===== config.mk =====
export PLATFORM = sky130hd
export DESIGN_NAME = parametric_crc_engine_unit_flat
export DESIGN_NICKNAME = d
export VERILOG_FILES = /design/src/sv/pce_pkg.sv /design/src/sv/pce_ifs.sv /design/src/sv/parametric_crc_engine_unit.sv /design/src/sv/pce_crc_core.sv /design/src/flat_wrapper.sv
export SDC_FILE = /design/constraint.sdc
export NUM_CORES = 1
export LEC_CHECK = 0
export ABC_AREA = 1
export CAP_MARGIN = 0
export CORE_ASPECT_RATIO = 0.6
export CORE_MARGIN = 3
export CORE_UTILIZATION = 55
export CTS_CLUSTER_DIAMETER = 200
export DETAILED_ROUTE_END_ITERATION = 16
export DONT_BUFFER_PORTS = 1
export PLACE_DENSITY_LB_ADDON = 0.3
export SYNTH_ARGS = -nofsm -noshare
export SYNTH_HDL_FRONTEND = slang
export SYNTH_SLANG_ARGS = --single-unit

===== constraint.sdc =====
create_clock -name clk -period 8.5 [get_ports clk]
set_clock_uncertainty 0.1 [all_clocks]
set_input_delay 1.7 -clock clk [delete_from_list [all_inputs] [get_ports clk]]
set_output_delay 1.7 -clock clk [all_outputs]
set_load 0.01 [all_outputs]

===== src/sv/pce_pkg.sv =====
`default_nettype none
package pce_pkg;

  localparam logic [1:0] OP_START  = 2'd0;
  localparam logic [1:0] OP_DATA   = 2'd1;
  localparam logic [1:0] OP_FINISH = 2'd2;
  localparam logic [1:0] OP_ABORT  = 2'd3;

  localparam logic [1:0] WSEL_7  = 2'd0;
  localparam logic [1:0] WSEL_8  = 2'd1;
  localparam logic [1:0] WSEL_16 = 2'd2;
  localparam logic [1:0] WSEL_32 = 2'd3;

  localparam int unsigned CFG_IDX_W = 3;
  localparam logic [CFG_IDX_W-1:0] REG_WIDTH_SEL   = 3'd0;
  localparam logic [CFG_IDX_W-1:0] REG_POLYNOMIAL  = 3'd1;
  localparam logic [CFG_IDX_W-1:0] REG_INIT_VALUE  = 3'd2;
  localparam logic [CFG_IDX_W-1:0] REG_FINAL_XOR   = 3'd3;
  localparam logic [CFG_IDX_W-1:0] REG_REFLECT_IN  = 3'd4;
  localparam logic [CFG_IDX_W-1:0] REG_REFLECT_OUT = 3'd5;

  localparam logic [31:0] RST_POLY  = 32'h04C1_1DB7;
  localparam logic [31:0] RST_INIT  = 32'hFFFF_FFFF;
  localparam logic [31:0] RST_FXOR  = 32'hFFFF_FFFF;
  localparam logic [31:0] MASK_7    = 32'h0000_007F;
  localparam logic [31:0] MASK_8    = 32'h0000_00FF;
  localparam logic [31:0] MASK_16   = 32'h0000_FFFF;
  localparam logic [31:0] MASK_32   = 32'hFFFF_FFFF;
  localparam logic [31:0] BYTES_MAX = 32'hFFFF_FFFF;

  typedef struct packed {
    logic [1:0]  wsel;
    logic [31:0] poly;
    logic [31:0] init;
    logic [31:0] fxor;
    logic        rin;
    logic        rout;
  } pce_cfg_t;

  typedef struct packed {
    logic        load;    // preset register to init value
    logic        start;   // begin feeding word
    logic [31:0] word;
    logic [2:0]  nbytes;  // 1..4
  } pce_core_ctrl_t;

  typedef struct packed {
    logic        busy;
    logic [31:0] crc;
  } pce_core_stat_t;

  function automatic logic [31:0] width_mask(input logic [1:0] wsel);
    logic [31:0] m;
    case (wsel)
      WSEL_7:  m = MASK_7;
      WSEL_8:  m = MASK_8;
      WSEL_16: m = MASK_16;
      default: m = MASK_32;
    endcase
    return m;
  endfunction

  function automatic logic top_bit(input logic [31:0] v, input logic [1:0] wsel);
    logic b;
    case (wsel)
      WSEL_7:  b = v[6];
      WSEL_8:  b = v[7];
      WSEL_16: b = v[15];
      default: b = v[31];
    endcase
    return b;
  endfunction

  // one byte through the shift/xor register, eight bit steps
  function automatic logic [31:0] crc_byte(input logic [31:0] crc_in,
                                           input logic [7:0]  data,
                                           input pce_cfg_t    cfg);
    logic [31:0] m;
    logic [31:0] p;
    logic [31:0] c;
    logic        bit_in;
    logic        fb;
    m = width_mask(cfg.wsel);
    p = cfg.poly & m;
    c = crc_in & m;
    for (int i = 0; i < 8; i++) begin
      bit_in = cfg.rin ? data[i] : data[7-i];
      fb     = top_bit(c, cfg.wsel) ^ bit_in;
      c      = (c << 1) & m;
      if (fb) c = c ^ p;
    end
    return c;
  endfunction

  function automatic logic [31:0] reverse_width(input logic [31:0] v,
                                                input logic [1:0]  wsel);
    logic [31:0] r;
    logic [31:0] o;
    for (int i = 0; i < 32; i++) r[i] = v[31-i];
    case (wsel)
      WSEL_7:  o = r >> 25;
      WSEL_8:  o = r >> 24;
      WSEL_16: o = r >> 16;
      default: o = r;
    endcase
    return o;
  endfunction

endpackage
`default_nettype wire


===== src/sv/pce_ifs.sv =====
`default_nettype none
interface pce_in_if;
  logic        valid;
  logic        ready;
  logic [1:0]  op;
  logic [31:0] data_word;
  logic [2:0]  byte_count_in;
  modport source (output valid, output op, output data_word, output byte_count_in,
                  input ready);
  modport sink   (input valid, input op, input data_word, input byte_count_in,
                  output ready);
endinterface

interface pce_out_if;
  logic        valid;
  logic        ready;
  logic        status;
  logic        active;
  logic        crc_done;
  logic [31:0] crc_result;
  logic [31:0] total_bytes;
  modport source (output valid, output status, output active, output crc_done,
                  output crc_result, output total_bytes, input ready);
  modport sink   (input valid, input status, input active, input crc_done,
                  input crc_result, input total_bytes, output ready);
endinterface

interface pce_cfg_if;
  logic        valid;
  logic        ready;
  logic [2:0]  index;
  logic [31:0] data;
  modport source (output valid, output index, output data, input ready);
  modport sink   (input valid, input index, input data, output ready);
endinterface
`default_nettype wire


===== src/sv/parametric_crc_engine_unit.sv =====
// Parametric CRC engine, bus-fed peripheral.
// Channels: in_ch carries one command beat (op, data_word, byte_count_in);
// out_ch returns exactly one response beat per command (status, active,
// crc_done, crc_result, total_bytes); cfg_ch writes one register per
// beat, index 0..5 = width_select, polynomial, init_value, final_xor,
// reflect_in, reflect_out. cfg_ch is always ready; write only while idle.
// Sequencing: a data command feeds one byte per cycle through the core's
// byte shift line; once its bytes are shifted, the response register loads.
// Start, finish, abort, a refused command and a zero-byte data command skip
// the byte feed and go straight to the response state. in_ch.ready returns
// once the response register has loaded.
// One command is in flight at a time; in_ch.ready is high only when idle.
// Stall: the response waits in an output register; the engine is free to
// take the next command, and only holds its response when the output
// register is still full.
// Reset (rst_n, synchronous, active low) restores the default CRC-32
// configuration, clears the engine state and drops out_ch.valid.
`default_nettype none
module parametric_crc_engine_unit (
  input  wire logic  clk,
  input  wire logic  rst_n,
  pce_in_if.sink     in_ch,
  pce_out_if.source  out_ch,
  pce_cfg_if.sink    cfg_ch
);
  import pce_pkg::*;

  localparam logic [1:0] ST_IDLE = 2'd0;
  localparam logic [1:0] ST_FEED = 2'd1;
  localparam logic [1:0] ST_RESP = 2'd2;

  logic [1:0] state_r, state_nxt;

  // configuration registers
  pce_cfg_t cfg_r;

  // engine state
  logic        busy_r, busy_nxt;
  logic        done_r, done_nxt;
  logic [31:0] final_r, final_nxt;
  logic [31:0] fed_r, fed_nxt;
  logic        stat_r, stat_nxt;

  // response register
  logic        ovalid_r;
  logic        o_status_r, o_active_r, o_rvalid_r;
  logic [31:0] o_crc_r, o_total_r;

  pce_core_ctrl_t core_ctrl;
  pce_core_stat_t core_stat;

  logic        in_fire;
  logic        o_load;
  logic [2:0]  nbytes;
  logic [32:0] fed_sum;
  logic [31:0] fin_v;

  assign cfg_ch.ready = 1'b1;
  assign in_ch.ready  = (state_r == ST_IDLE);
  assign in_fire      = in_ch.valid && in_ch.ready;

  always_ff @(posedge clk) begin
    if (!rst_n) begin
      cfg_r.wsel <= WSEL_32;
      cfg_r.poly <= RST_POLY;
      cfg_r.init <= RST_INIT;
      cfg_r.fxor <= RST_FXOR;
      cfg_r.rin  <= 1'b1;
      cfg_r.rout <= 1'b1;
    end else if (cfg_ch.valid) begin
      case (cfg_ch.index)
        REG_WIDTH_SEL:   cfg_r.wsel <= cfg_ch.data[1:0];
        REG_POLYNOMIAL:  cfg_r.poly <= cfg_ch.data;
        REG_INIT_VALUE:  cfg_r.init <= cfg_ch.data;
        REG_FINAL_XOR:   cfg_r.fxor <= cfg_ch.data;
        REG_REFLECT_IN:  cfg_r.rin  <= cfg_ch.data[0];
        REG_REFLECT_OUT: cfg_r.rout <= cfg_ch.data[0];
        default: ;  // unmapped index, dropped
      endcase
    end
  end

  // byte count: 5..7 clamp to four
  always_comb begin
    nbytes = (in_ch.byte_count_in > 3'd4) ? 3'd4 : in_ch.byte_count_in;
  end

  assign fed_sum = {1'b0, fed_r} + {30'd0, nbytes};
  assign fin_v   = cfg_r.rout
                 ? reverse_width(core_stat.crc & width_mask(cfg_r.wsel), cfg_r.wsel)
                 : (core_stat.crc & width_mask(cfg_r.wsel));

  always_comb begin
    state_nxt       = state_r;
    busy_nxt        = busy_r;
    done_nxt        = done_r;
    final_nxt       = final_r;
    fed_nxt         = fed_r;
    stat_nxt        = stat_r;
    core_ctrl.load  = 1'b0;
    core_ctrl.start = 1'b0;
    core_ctrl.word  = in_ch.data_word;
    core_ctrl.nbytes = nbytes;

    case (state_r)
      ST_IDLE: begin
        if (in_fire) begin
          state_nxt = ST_RESP;
          stat_nxt  = 1'b0;
          if (in_ch.op == OP_START) begin
            if (busy_r) begin
              stat_nxt = 1'b1;
            end else begin
              core_ctrl.load = 1'b1;
              busy_nxt  = 1'b1;
              done_nxt  = 1'b0;
              final_nxt = '0;
              fed_nxt   = '0;
            end
          end else if (!busy_r) begin
            stat_nxt = 1'b1;
          end else if (in_ch.op == OP_DATA) begin
            fed_nxt = fed_sum[32] ? BYTES_MAX : fed_sum[31:0];
            if (nbytes != 3'd0) begin
              core_ctrl.start = 1'b1;
              state_nxt       = ST_FEED;
            end
          end else if (in_ch.op == OP_FINISH) begin
            final_nxt = (fin_v ^ cfg_r.fxor) & width_mask(cfg_r.wsel);
            done_nxt  = 1'b1;
            busy_nxt  = 1'b0;
          end else begin
            busy_nxt = 1'b0;  // abort keeps the byte count
          end
        end
      end
      ST_FEED: begin
        if (!core_stat.busy) state_nxt = ST_RESP;
      end
      ST_RESP: begin
        if (o_load) state_nxt = ST_IDLE;
      end
      default: state_nxt = ST_IDLE;
    endcase
  end

  assign o_load = (state_r == ST_RESP) && (!ovalid_r || out_ch.ready);

  always_ff @(posedge clk) begin
    if (!rst_n) begin
      state_r  <= ST_IDLE;
      busy_r   <= 1'b0;
      done_r   <= 1'b0;
      final_r  <= '0;
      fed_r    <= '0;
      stat_r   <= 1'b0;
      ovalid_r <= 1'b0;
    end else begin
      state_r <= state_nxt;
      busy_r  <= busy_nxt;
      done_r  <= done_nxt;
      final_r <= final_nxt;
      fed_r   <= fed_nxt;
      stat_r  <= stat_nxt;
      if (o_load)            ovalid_r <= 1'b1;
      else if (out_ch.ready) ovalid_r <= 1'b0;
    end
  end

  always_ff @(posedge clk) begin
    if (o_load) begin
      o_status_r <= stat_r;
      o_active_r <= busy_r;
      o_rvalid_r <= done_r;
      o_crc_r    <= done_r ? final_r : 32'd0;
      o_total_r  <= fed_r;
    end
  end

  assign out_ch.valid        = ovalid_r;
  assign out_ch.status       = o_status_r;
  assign out_ch.active       = o_active_r;
  assign out_ch.crc_done     = o_rvalid_r;
  assign out_ch.crc_result   = o_crc_r;
  assign out_ch.total_bytes  = o_total_r;

  pce_crc_core u_core (
    .clk   (clk),
    .rst_n (rst_n),
    .cfg   (cfg_r),
    .ctrl  (core_ctrl),
    .stat  (core_stat)
  );

endmodule
`default_nettype wire


===== src/sv/pce_crc_core.sv =====
`default_nettype none
module pce_crc_core (
  input  wire logic                    clk,
  input  wire logic                    rst_n,
  input  wire pce_pkg::pce_cfg_t       cfg,
  input  wire pce_pkg::pce_core_ctrl_t ctrl,
  output pce_pkg::pce_core_stat_t      stat
);
  import pce_pkg::*;

  logic [31:0] crc_r, crc_nxt;
  logic [31:0] sh_r, sh_nxt;    // byte shift line, low byte goes next
  logic [2:0]  left_r, left_nxt;

  always_comb begin
    crc_nxt  = crc_r;
    sh_nxt   = sh_r;
    left_nxt = left_r;
    if (ctrl.load) begin
      crc_nxt = cfg.init & width_mask(cfg.wsel);
    end else if (ctrl.start) begin
      sh_nxt   = ctrl.word;
      left_nxt = ctrl.nbytes;
    end else if (left_r != 3'd0) begin
      crc_nxt  = crc_byte(crc_r, sh_r[7:0], cfg);
      sh_nxt   = {8'h00, sh_r[31:8]};
      left_nxt = left_r - 3'd1;
    end
  end

  always_ff @(posedge clk) begin
    if (!rst_n) begin
      crc_r  <= '0;
      left_r <= '0;
    end else begin
      crc_r  <= crc_nxt;
      left_r <= left_nxt;
    end
    sh_r <= sh_nxt;
  end

  assign stat.busy = (left_r != 3'd0);
  assign stat.crc  = crc_r;

endmodule
`default_nettype wire


===== src/flat_wrapper.sv =====
// flat-port wrapper written by rule: the top's interface ports become plain ports
module parametric_crc_engine_unit_flat import pce_pkg::*;
  (clk, rst_n, in_ch_valid, in_ch_op, in_ch_data_word, in_ch_byte_count_in, in_ch_ready, out_ch_valid, out_ch_status, out_ch_active, out_ch_crc_done, out_ch_crc_result, out_ch_total_bytes, out_ch_ready, cfg_ch_valid, cfg_ch_index, cfg_ch_data, cfg_ch_ready);
  pce_in_if in_ch_i ();
  pce_out_if out_ch_i ();
  pce_cfg_if cfg_ch_i ();
  input  wire logic clk;
  input  wire logic rst_n;
  input wire logic [$bits(in_ch_i.valid)-1:0] in_ch_valid;
  input wire logic [$bits(in_ch_i.op)-1:0] in_ch_op;
  input wire logic [$bits(in_ch_i.data_word)-1:0] in_ch_data_word;
  input wire logic [$bits(in_ch_i.byte_count_in)-1:0] in_ch_byte_count_in;
  output wire logic [$bits(in_ch_i.ready)-1:0] in_ch_ready;
  output wire logic [$bits(out_ch_i.valid)-1:0] out_ch_valid;
  output wire logic [$bits(out_ch_i.status)-1:0] out_ch_status;
  output wire logic [$bits(out_ch_i.active)-1:0] out_ch_active;
  output wire logic [$bits(out_ch_i.crc_done)-1:0] out_ch_crc_done;
  output wire logic [$bits(out_ch_i.crc_result)-1:0] out_ch_crc_result;
  output wire logic [$bits(out_ch_i.total_bytes)-1:0] out_ch_total_bytes;
  input wire logic [$bits(out_ch_i.ready)-1:0] out_ch_ready;
  input wire logic [$bits(cfg_ch_i.valid)-1:0] cfg_ch_valid;
  input wire logic [$bits(cfg_ch_i.index)-1:0] cfg_ch_index;
  input wire logic [$bits(cfg_ch_i.data)-1:0] cfg_ch_data;
  output wire logic [$bits(cfg_ch_i.ready)-1:0] cfg_ch_ready;
  assign in_ch_i.valid = in_ch_valid;
  assign in_ch_i.op = in_ch_op;
  assign in_ch_i.data_word = in_ch_data_word;
  assign in_ch_i.byte_count_in = in_ch_byte_count_in;
  assign in_ch_ready = in_ch_i.ready;
  assign out_ch_valid = out_ch_i.valid;
  assign out_ch_status = out_ch_i.status;
  assign out_ch_active = out_ch_i.active;
  assign out_ch_crc_done = out_ch_i.crc_done;
  assign out_ch_crc_result = out_ch_i.crc_result;
  assign out_ch_total_bytes = out_ch_i.total_bytes;
  assign out_ch_i.ready = out_ch_ready;
  assign cfg_ch_i.valid = cfg_ch_valid;
  assign cfg_ch_i.index = cfg_ch_index;
  assign cfg_ch_i.data = cfg_ch_data;
  assign cfg_ch_ready = cfg_ch_i.ready;
  parametric_crc_engine_unit u_core (.clk(clk), .rst_n(rst_n), .in_ch(in_ch_i), .out_ch(out_ch_i), .cfg_ch(cfg_ch_i));
endmodule

==> reports/metrics.csv, run 1 <==
stage;metric;value;unit
run_status;status;finished, final reports clean;
sta;slew_violations;0;
clock_network;cts.path.max_buffers;3;
clock_network;clk_pin_slew;0.07;ns
route;detail_route.wl_per_cell;18.5;microns
floorplan;initial_utilization;0.565;
yosys;synth.yosys.seq_area_share;0.381;
floorplan;die_w;243;microns
yosys;synthDistinctLibCells;52;
yosys;postSynthCellCount;2654;
route;drt_first_iter_violations;1904;
global_routing;grt_pass1_vias;15800;
worst_setup_path;max_stage_delay;0.47;ns
cells_and_area;drive_above_1_share;0.0687;
global_routing;groute.usage.overall;0.306;
route;num_vias;17500;
sta;max_slew.worst_pin.slew;1.31;ns
worst_setup_path;critPathSlowestCell;dfxtp_1;
placement;hpwl;41700;microns
cells_and_area;nets;2667;
floorplan;core_area;32900;sq um
worst_hold_path;hp-class;reg -> reg;
cells_and_area;final_cell_mix;nand2_1, inv_1, dfxtp_1, o21ai_0, nor2_1;
route;antenna_left;0;
sta;hold_viol_final;0;
global_routing;overflow;0;
sta;finalSetupTns;0;ns
job;cap_violations;0;
worst_setup_path;start_kind;flip-flop;
clock_network;htreeDepth;1;
floorplan;rows;51;
clock_network;root_buffer;clkbuf_16;
sta;fin_crit_sh;0.911;
floorplan;die_area;36100;sq um
route;vias_per_cell;5.72;
worst_setup_path;cp.buffers_inverters;3;
route;dr.pass1.iters;6;
worst_setup_path;arrival;8.09;ns
yosys;ys_seq_elements;304;
clock_network;post_cts_resized;0;
clock_network;clock_latency;0.57;ns
worst_setup_path;endpoint_kind;flip-flop;
global_routing;antenna_found_initial;0;
sta;max-slew-margin-rel;0.127;
route;drc;0;
placement;place.port_buffers;0;
yosys;synth_nets;2738;
sta;timing.final.crit_period;7.75;ns
clock_network;post_cts_buffers;0;
sta;setup_viol;0;
yosys;syn_area;18600;sq um
clock_network;cts_tree;yes;
worst_setup_path;criticalPathCategory;reg -> reg;
worst_setup_path;cp_top_family;simple AND/OR/NAND/NOR gates;
yosys;synth_ff_type;dfxtp_1;
placement;place_congestion;0.998;
global_routing;grt_max_degree;126;
global_routing;grt_pass1_wl;88500;microns
yosys;yosys_warnings;0;
sta;fmax;0.129;GHz
floorplan;die_h;148;microns
sta;rsz0062_at_grt;no;
yosys;postSynth.asyncResetShare;0;
worst_setup_path;crit_path_max_fanout;36;
cells_and_area;final_common_cell;nand2_1;
worst_setup_path;required;8.84;ns
yosys;avgSynthCellArea;7.00;sq um
clock_network;hold_buffers;0;
cells_and_area;areaGrowthSynthToFinish;6.50;%
clock_network;clock-sinks;304;
floorplan;ios;147;
worst_setup_path;cpMostUsedCell;nand2_1;
route;drt_wl_total;56600;microns
cells_and_area;n_antenna_cell;0;
yosys;synth-edff-count;99;
clock_network;cts_buffers;28;
-- state kept, by name, summed over array words and instances, names as in the netlist, 2 cells and up --
name / flops
u_core.fed_r: 32
u_core.u_core.left_r: 3
u_core.u_core.crc_r: 32
u_core.out_ch.total_bytes: 32
u_core.out_ch.crc_result: 32
u_core.final_r: 32
u_core.cfg_r: 100
u_core.u_core.sh_r: 32
u_core.state_r: 2
-- layout make-up --
| cell class | count | area (sq um) |
|---|---|---|
| inverters | 236 | 887 |
| fillers | 3117 | 13100 |
| flip-flops and latches | 304 | 7080 |
| clock inverters | 17 | 209 |
| multi-input cells | 1984 | 10100 |
| repair buffers | 29 | 218 |
| well taps | 450 | 563 |
| clock buffers | 34 | 754 |
-- path summary, 6_finish.rpt --
kind,startpoint,endpoint,slack (ns),cells after the start
worst max-delay path,u_core.cfg_r[99],u_core.u_core.crc_r[2],0.75,52
worst min-delay path,u_core.stat_r,u_core.out_ch.status,0.34,0
worst max register to register,u_core.cfg_r[99],u_core.u_core.crc_r[2],0.75,52
worst min register to register,u_core.stat_r,u_core.out_ch.status,0.34,0
-- kinds of logic after synthesis --
| kind of cell | after synthesis | synth area share |
|---|---|---|
| flops | 304 | 0.381 |
| compound gates | 414 | 0.120 |
| buf+inv | 366 | 0.0800 |
| simple gates | 1318 | 0.298 |
| xor+xnor | 244 | 0.115 |
| other cells | 1 | 0.000202 |
| fa+ha+maj | 7 | 0.00512 |
-- synth_stat cells (19+ instances only) --
master,instances,area share
a21oi_1,156,0.042
clkbuf_1,95,0.019
dfxtp_1,205,0.22
edfxtp_1,99,0.16
inv_1,205,0.041
nand2_1,862,0.17
nand2_2,36,0.012
nand3_1,154,0.041
nor2_1,186,0.038
nor3_1,19,0.0051
o21ai_0,187,0.050
xnor2_1,93,0.044
xor2_1,151,0.071
-- through the flow --
stage / hold slack, ns / cell area, sq um / instances / setup WS [ns] / util
finish: 0.343 / 19800 / 3054 / 0.753 / 0.602
global route: 0.364 / 19800 / 3054 / 0.0336 / 0.602
CTS: 0.338 / 19800 / 3054 / 0.440 / 0.601
detailed placement: 0.322 / 18800 / 3003 / 0.495 / 0.572
global placement: 0.319 / 18800 / 3003 / 0.886 / 0.572
floorplan: 0.306 / 18600 / 2654 / 1.53 / -
-- per-layer routing --
layer / wire [microns] / global-route usage
met1: 25300 / 0.456
met3: 6310 / 0.0795
met5: 0 / 0
met2: 23700 / 0.445
met4: 1220 / 0.0665
Power of run 1 is left out: the tool's default activity adds up to more than one toggle a clock period on the data nets, which glitch-free logic cannot reach.
==> run 2, diff against run 1 <==
- ABC_AREA: 1 -> unset
==> run 2 against run 1 <==
Against the previous run:
- flip-flop and latch count unchanged
- final area fell by 0.64%
- core utilization rose by 1.4 points
- non-clock buffer count rose by 36
- synthesized cell count is 16% lower
- via count fell by 4.5%
- global-route usage up 1.7 points
- critical path depth decreased by 23
- sequential share of layout area up 0.24 points
- first-iteration DRC count up 33%
- routed wire length is 5.8% higher
- worst setup slack lost 0.47 ns
- critical path type unchanged
- critical endpoint is now u_core.u_core.crc_r[28]
- highest routed layer is now met5
==> reports/metrics.csv, run 2 <==
stage;metric;value;unit
pwr;ir_drop;264;uV
floorplan;die_area;35500;sq um
route;dr.pass1.iters;6;
yosys;ys_seq_elements;304;
placement;hpwl;42200;microns
clock_network;clk_pin_slew;0.07;ns
yosys;syn_area;18200;sq um
clock_network;cts.path.max_buffers;3;
yosys;synth_ff_type;dfxtp_1;
cells_and_area;drive_above_1_share;0.0866;
yosys;synth.yosys.seq_area_share;0.388;
placement;place.port_buffers;0;
worst_setup_path;required;8.83;ns
yosys;postSynthCellCount;2236;
yosys;synthTopCellsByArea;dfxtp_1, edfxtp_1, nand2_1;
cells_and_area;nets;2233;
yosys;yosys_warnings;0;
global_routing;use_met3;0.125;
job;cap_violations;0;
cells_and_area;fin_cells;2586;
worst_setup_path;criticalPathCategory;reg -> reg;
global_routing;grt_pass1_wl;89000;microns
run_status;status;finished, final reports clean;
global_routing;grt_pass1_vias;14700;
clock_network;clock-sinks;304;
cells_and_area;final_common_cell;nand2_1;
yosys;synth.most_common_cell;nand2_1;
global_routing;groute.usage.overall;0.324;
yosys;synth_common_cells;nand2_1, dfxtp_1, xnor2_1, clkbuf_1, nor2_1;
yosys;synth_nets;2320;
route;drt_first_iter_violations;2529;
worst_hold_path;hp-class;reg -> reg;
cells_and_area;areaGrowthSynthToFinish;7.74;%
route;vias_per_cell;6.45;
floorplan;core_area;31900;sq um
worst_setup_path;crit_path_max_fanout;24;
route;drt_wl_total;59900;microns
worst_setup_path;critPathSlowestCell;edfxtp_1;
cells_and_area;n_antenna_cell;0;
global_routing;antenna_found_initial;0;
worst_setup_path;start_kind;flip-flop;
global_routing;grt_use_met1;0.494;
sta;timing.final.crit_period;8.21;ns
route;drc;0;
worst_setup_path;max_stage_delay;0.47;ns
yosys;synthDistinctLibCells;101;
global_routing;overflow;0;
clock_network;htreeDepth;1;
floorplan;die_w;241;microns
route;antenna_left;0;
sta;finalSetupTns;0;ns
clock_network;clock_latency;0.60;ns
yosys;postSynth.asyncResetShare;0;
floorplan;rows;50;
sta;max_slew.worst_pin.slew;1.19;ns
placement;place_congestion;0.998;
clock_network;root_buffer;clkbuf_16;
sta;fmax;0.122;GHz
yosys;synth-edff-count;99;
floorplan;initial_utilization;0.572;
route;detail_route.wl_per_cell;23.2;microns
worst_setup_path;endpoint_kind;flip-flop;
sta;fin_crit_sh;0.966;
cells_and_area;utilization;0.616;
cells_and_area;top_register;u_core.cfg_r;
yosys;synth_top_area_cell;dfxtp_1;
sta;max-slew-margin-rel;0.202;
clock_network;cts_buffers;28;
worst_setup_path;ff2ff_setup_slack;0.29;ns
yosys;avgSynthCellArea;8.16;sq um
cells_and_area;largest_register_ffs;100;
route;num_vias;16700;
global_routing;grt.busiest_layer;met1;
cells_and_area;nFillCells;2705;
yosys;yosysTopAreaCellShare;0.225;
cells_and_area;final_cell_mix;nand2_1, dfxtp_1, xnor2_1, nor2_1, a21oi_1;
pwr;leakagePower;7.68;nW
sta;setup_viol;0;
worst_setup_path;arrival;8.54;ns
global_routing;grt_max_degree;118;
sta;slew_violations;0;
sta;hold_viol_final;0;
floorplan;die_h;147;microns
floorplan;ios;147;
global_routing;met2_usage;0.429;
placement;dp_cells;2528;
pwr;p_per_area;460;nW/um^2
clock_network;cts_tree;yes;
==> run 2: cell count changes in the layout (fill, tap and decap cells not counted), sizes merged, moves of 66 or more <==
cell,before,now
nand2,904,520
inv,223,22
xnor2,93,170
o21ai,195,119
xor2,151,76
nor2,198,132
==> run 2: worst paths after layout <==
check / from / cells after the start / end
worst max-delay path: u_core.u_core.sh_r[7] / 29 / u_core.u_core.crc_r[28]
worst min-delay path: u_core.stat_r / 0 / u_core.out_ch.status
worst max register to register: u_core.u_core.sh_r[7] / 29 / u_core.u_core.crc_r[28]
worst min register to register: u_core.stat_r / 0 / u_core.out_ch.status
==> run 2: through the flow <==
step	worst slack, ns	hold WS [ns]	power (mW)	area (sq um)
finish	0.285	0.334	9.05	19700
global route	-0.0593	0.339	9.50	19700
CTS	0.165	0.332	8.70	19500
detailed placement	0.189	0.316	7.36	18500
global placement	0.332	0.336	7.28	18500
floorplan	1.08	0.308	6.09	18200
==> run 2: cell type report <==
cell class | count | area [sq um] | share of cell area
well taps | 416 | 520 | 0.0265
repair buffers | 65 | 529 | 0.0269
clock buffers | 42 | 846 | 0.0430
flip-flops and latches | 304 | 7080 | 0.360
clock inverters | 9 | 124 | 0.00630
inverters | 22 | 82.6 | 0.00420
multi-input cells | 1728 | 10500 | 0.533
==> run 2: power by group <==
part	internal (mW)	switching [mW]
clock network	0.753	0.589
registers	1.73	0.234
logic	2.35	3.40
total	4.83	4.22
==> run 2: per-layer routing <==
metal | vias to the layer above | wire length (microns)
li1 | 7560 | -
met1 | 7908 | 26200
met2 | 1100 | 23300
met3 | 111 | 9230
met4 | 2 | 1050
met5 | - | 69
==> run 2: kinds of logic after synthesis <==
group	count (synthesis)	synth area share
xor gates and xnor gates	247	0.120
other	1	0.000205
and+or+nand+nor	970	0.239
buffers and inverters	204	0.0477
muxes	64	0.0407
AOI/OAI and AO/OA	439	0.160
DFF	304	0.388
adders and majority gates	7	0.00521
==> run 2: timing repair <==
| item | CTS | global route |
|---|---|---|
| hold buffers | 0 | 0 |
| endpoints found under the setup margin | 0 | 32 |
| buffers inserted | 0 | 6 |
| gates resized for setup | 0 | 25 |
==> run 2: worst max-delay path, delay by kind of cell, from the launching register on <==
kind / cells / cell delay [ns]
mux: 3 / 1.05
simple gates: 8 / 2.35
compound gates: 13 / 2.97
flops: 1 / 0.47
buf+inv: 3 / 0.61
xor+xnor: 2 / 0.50
(Power assumes the default switching activity.)
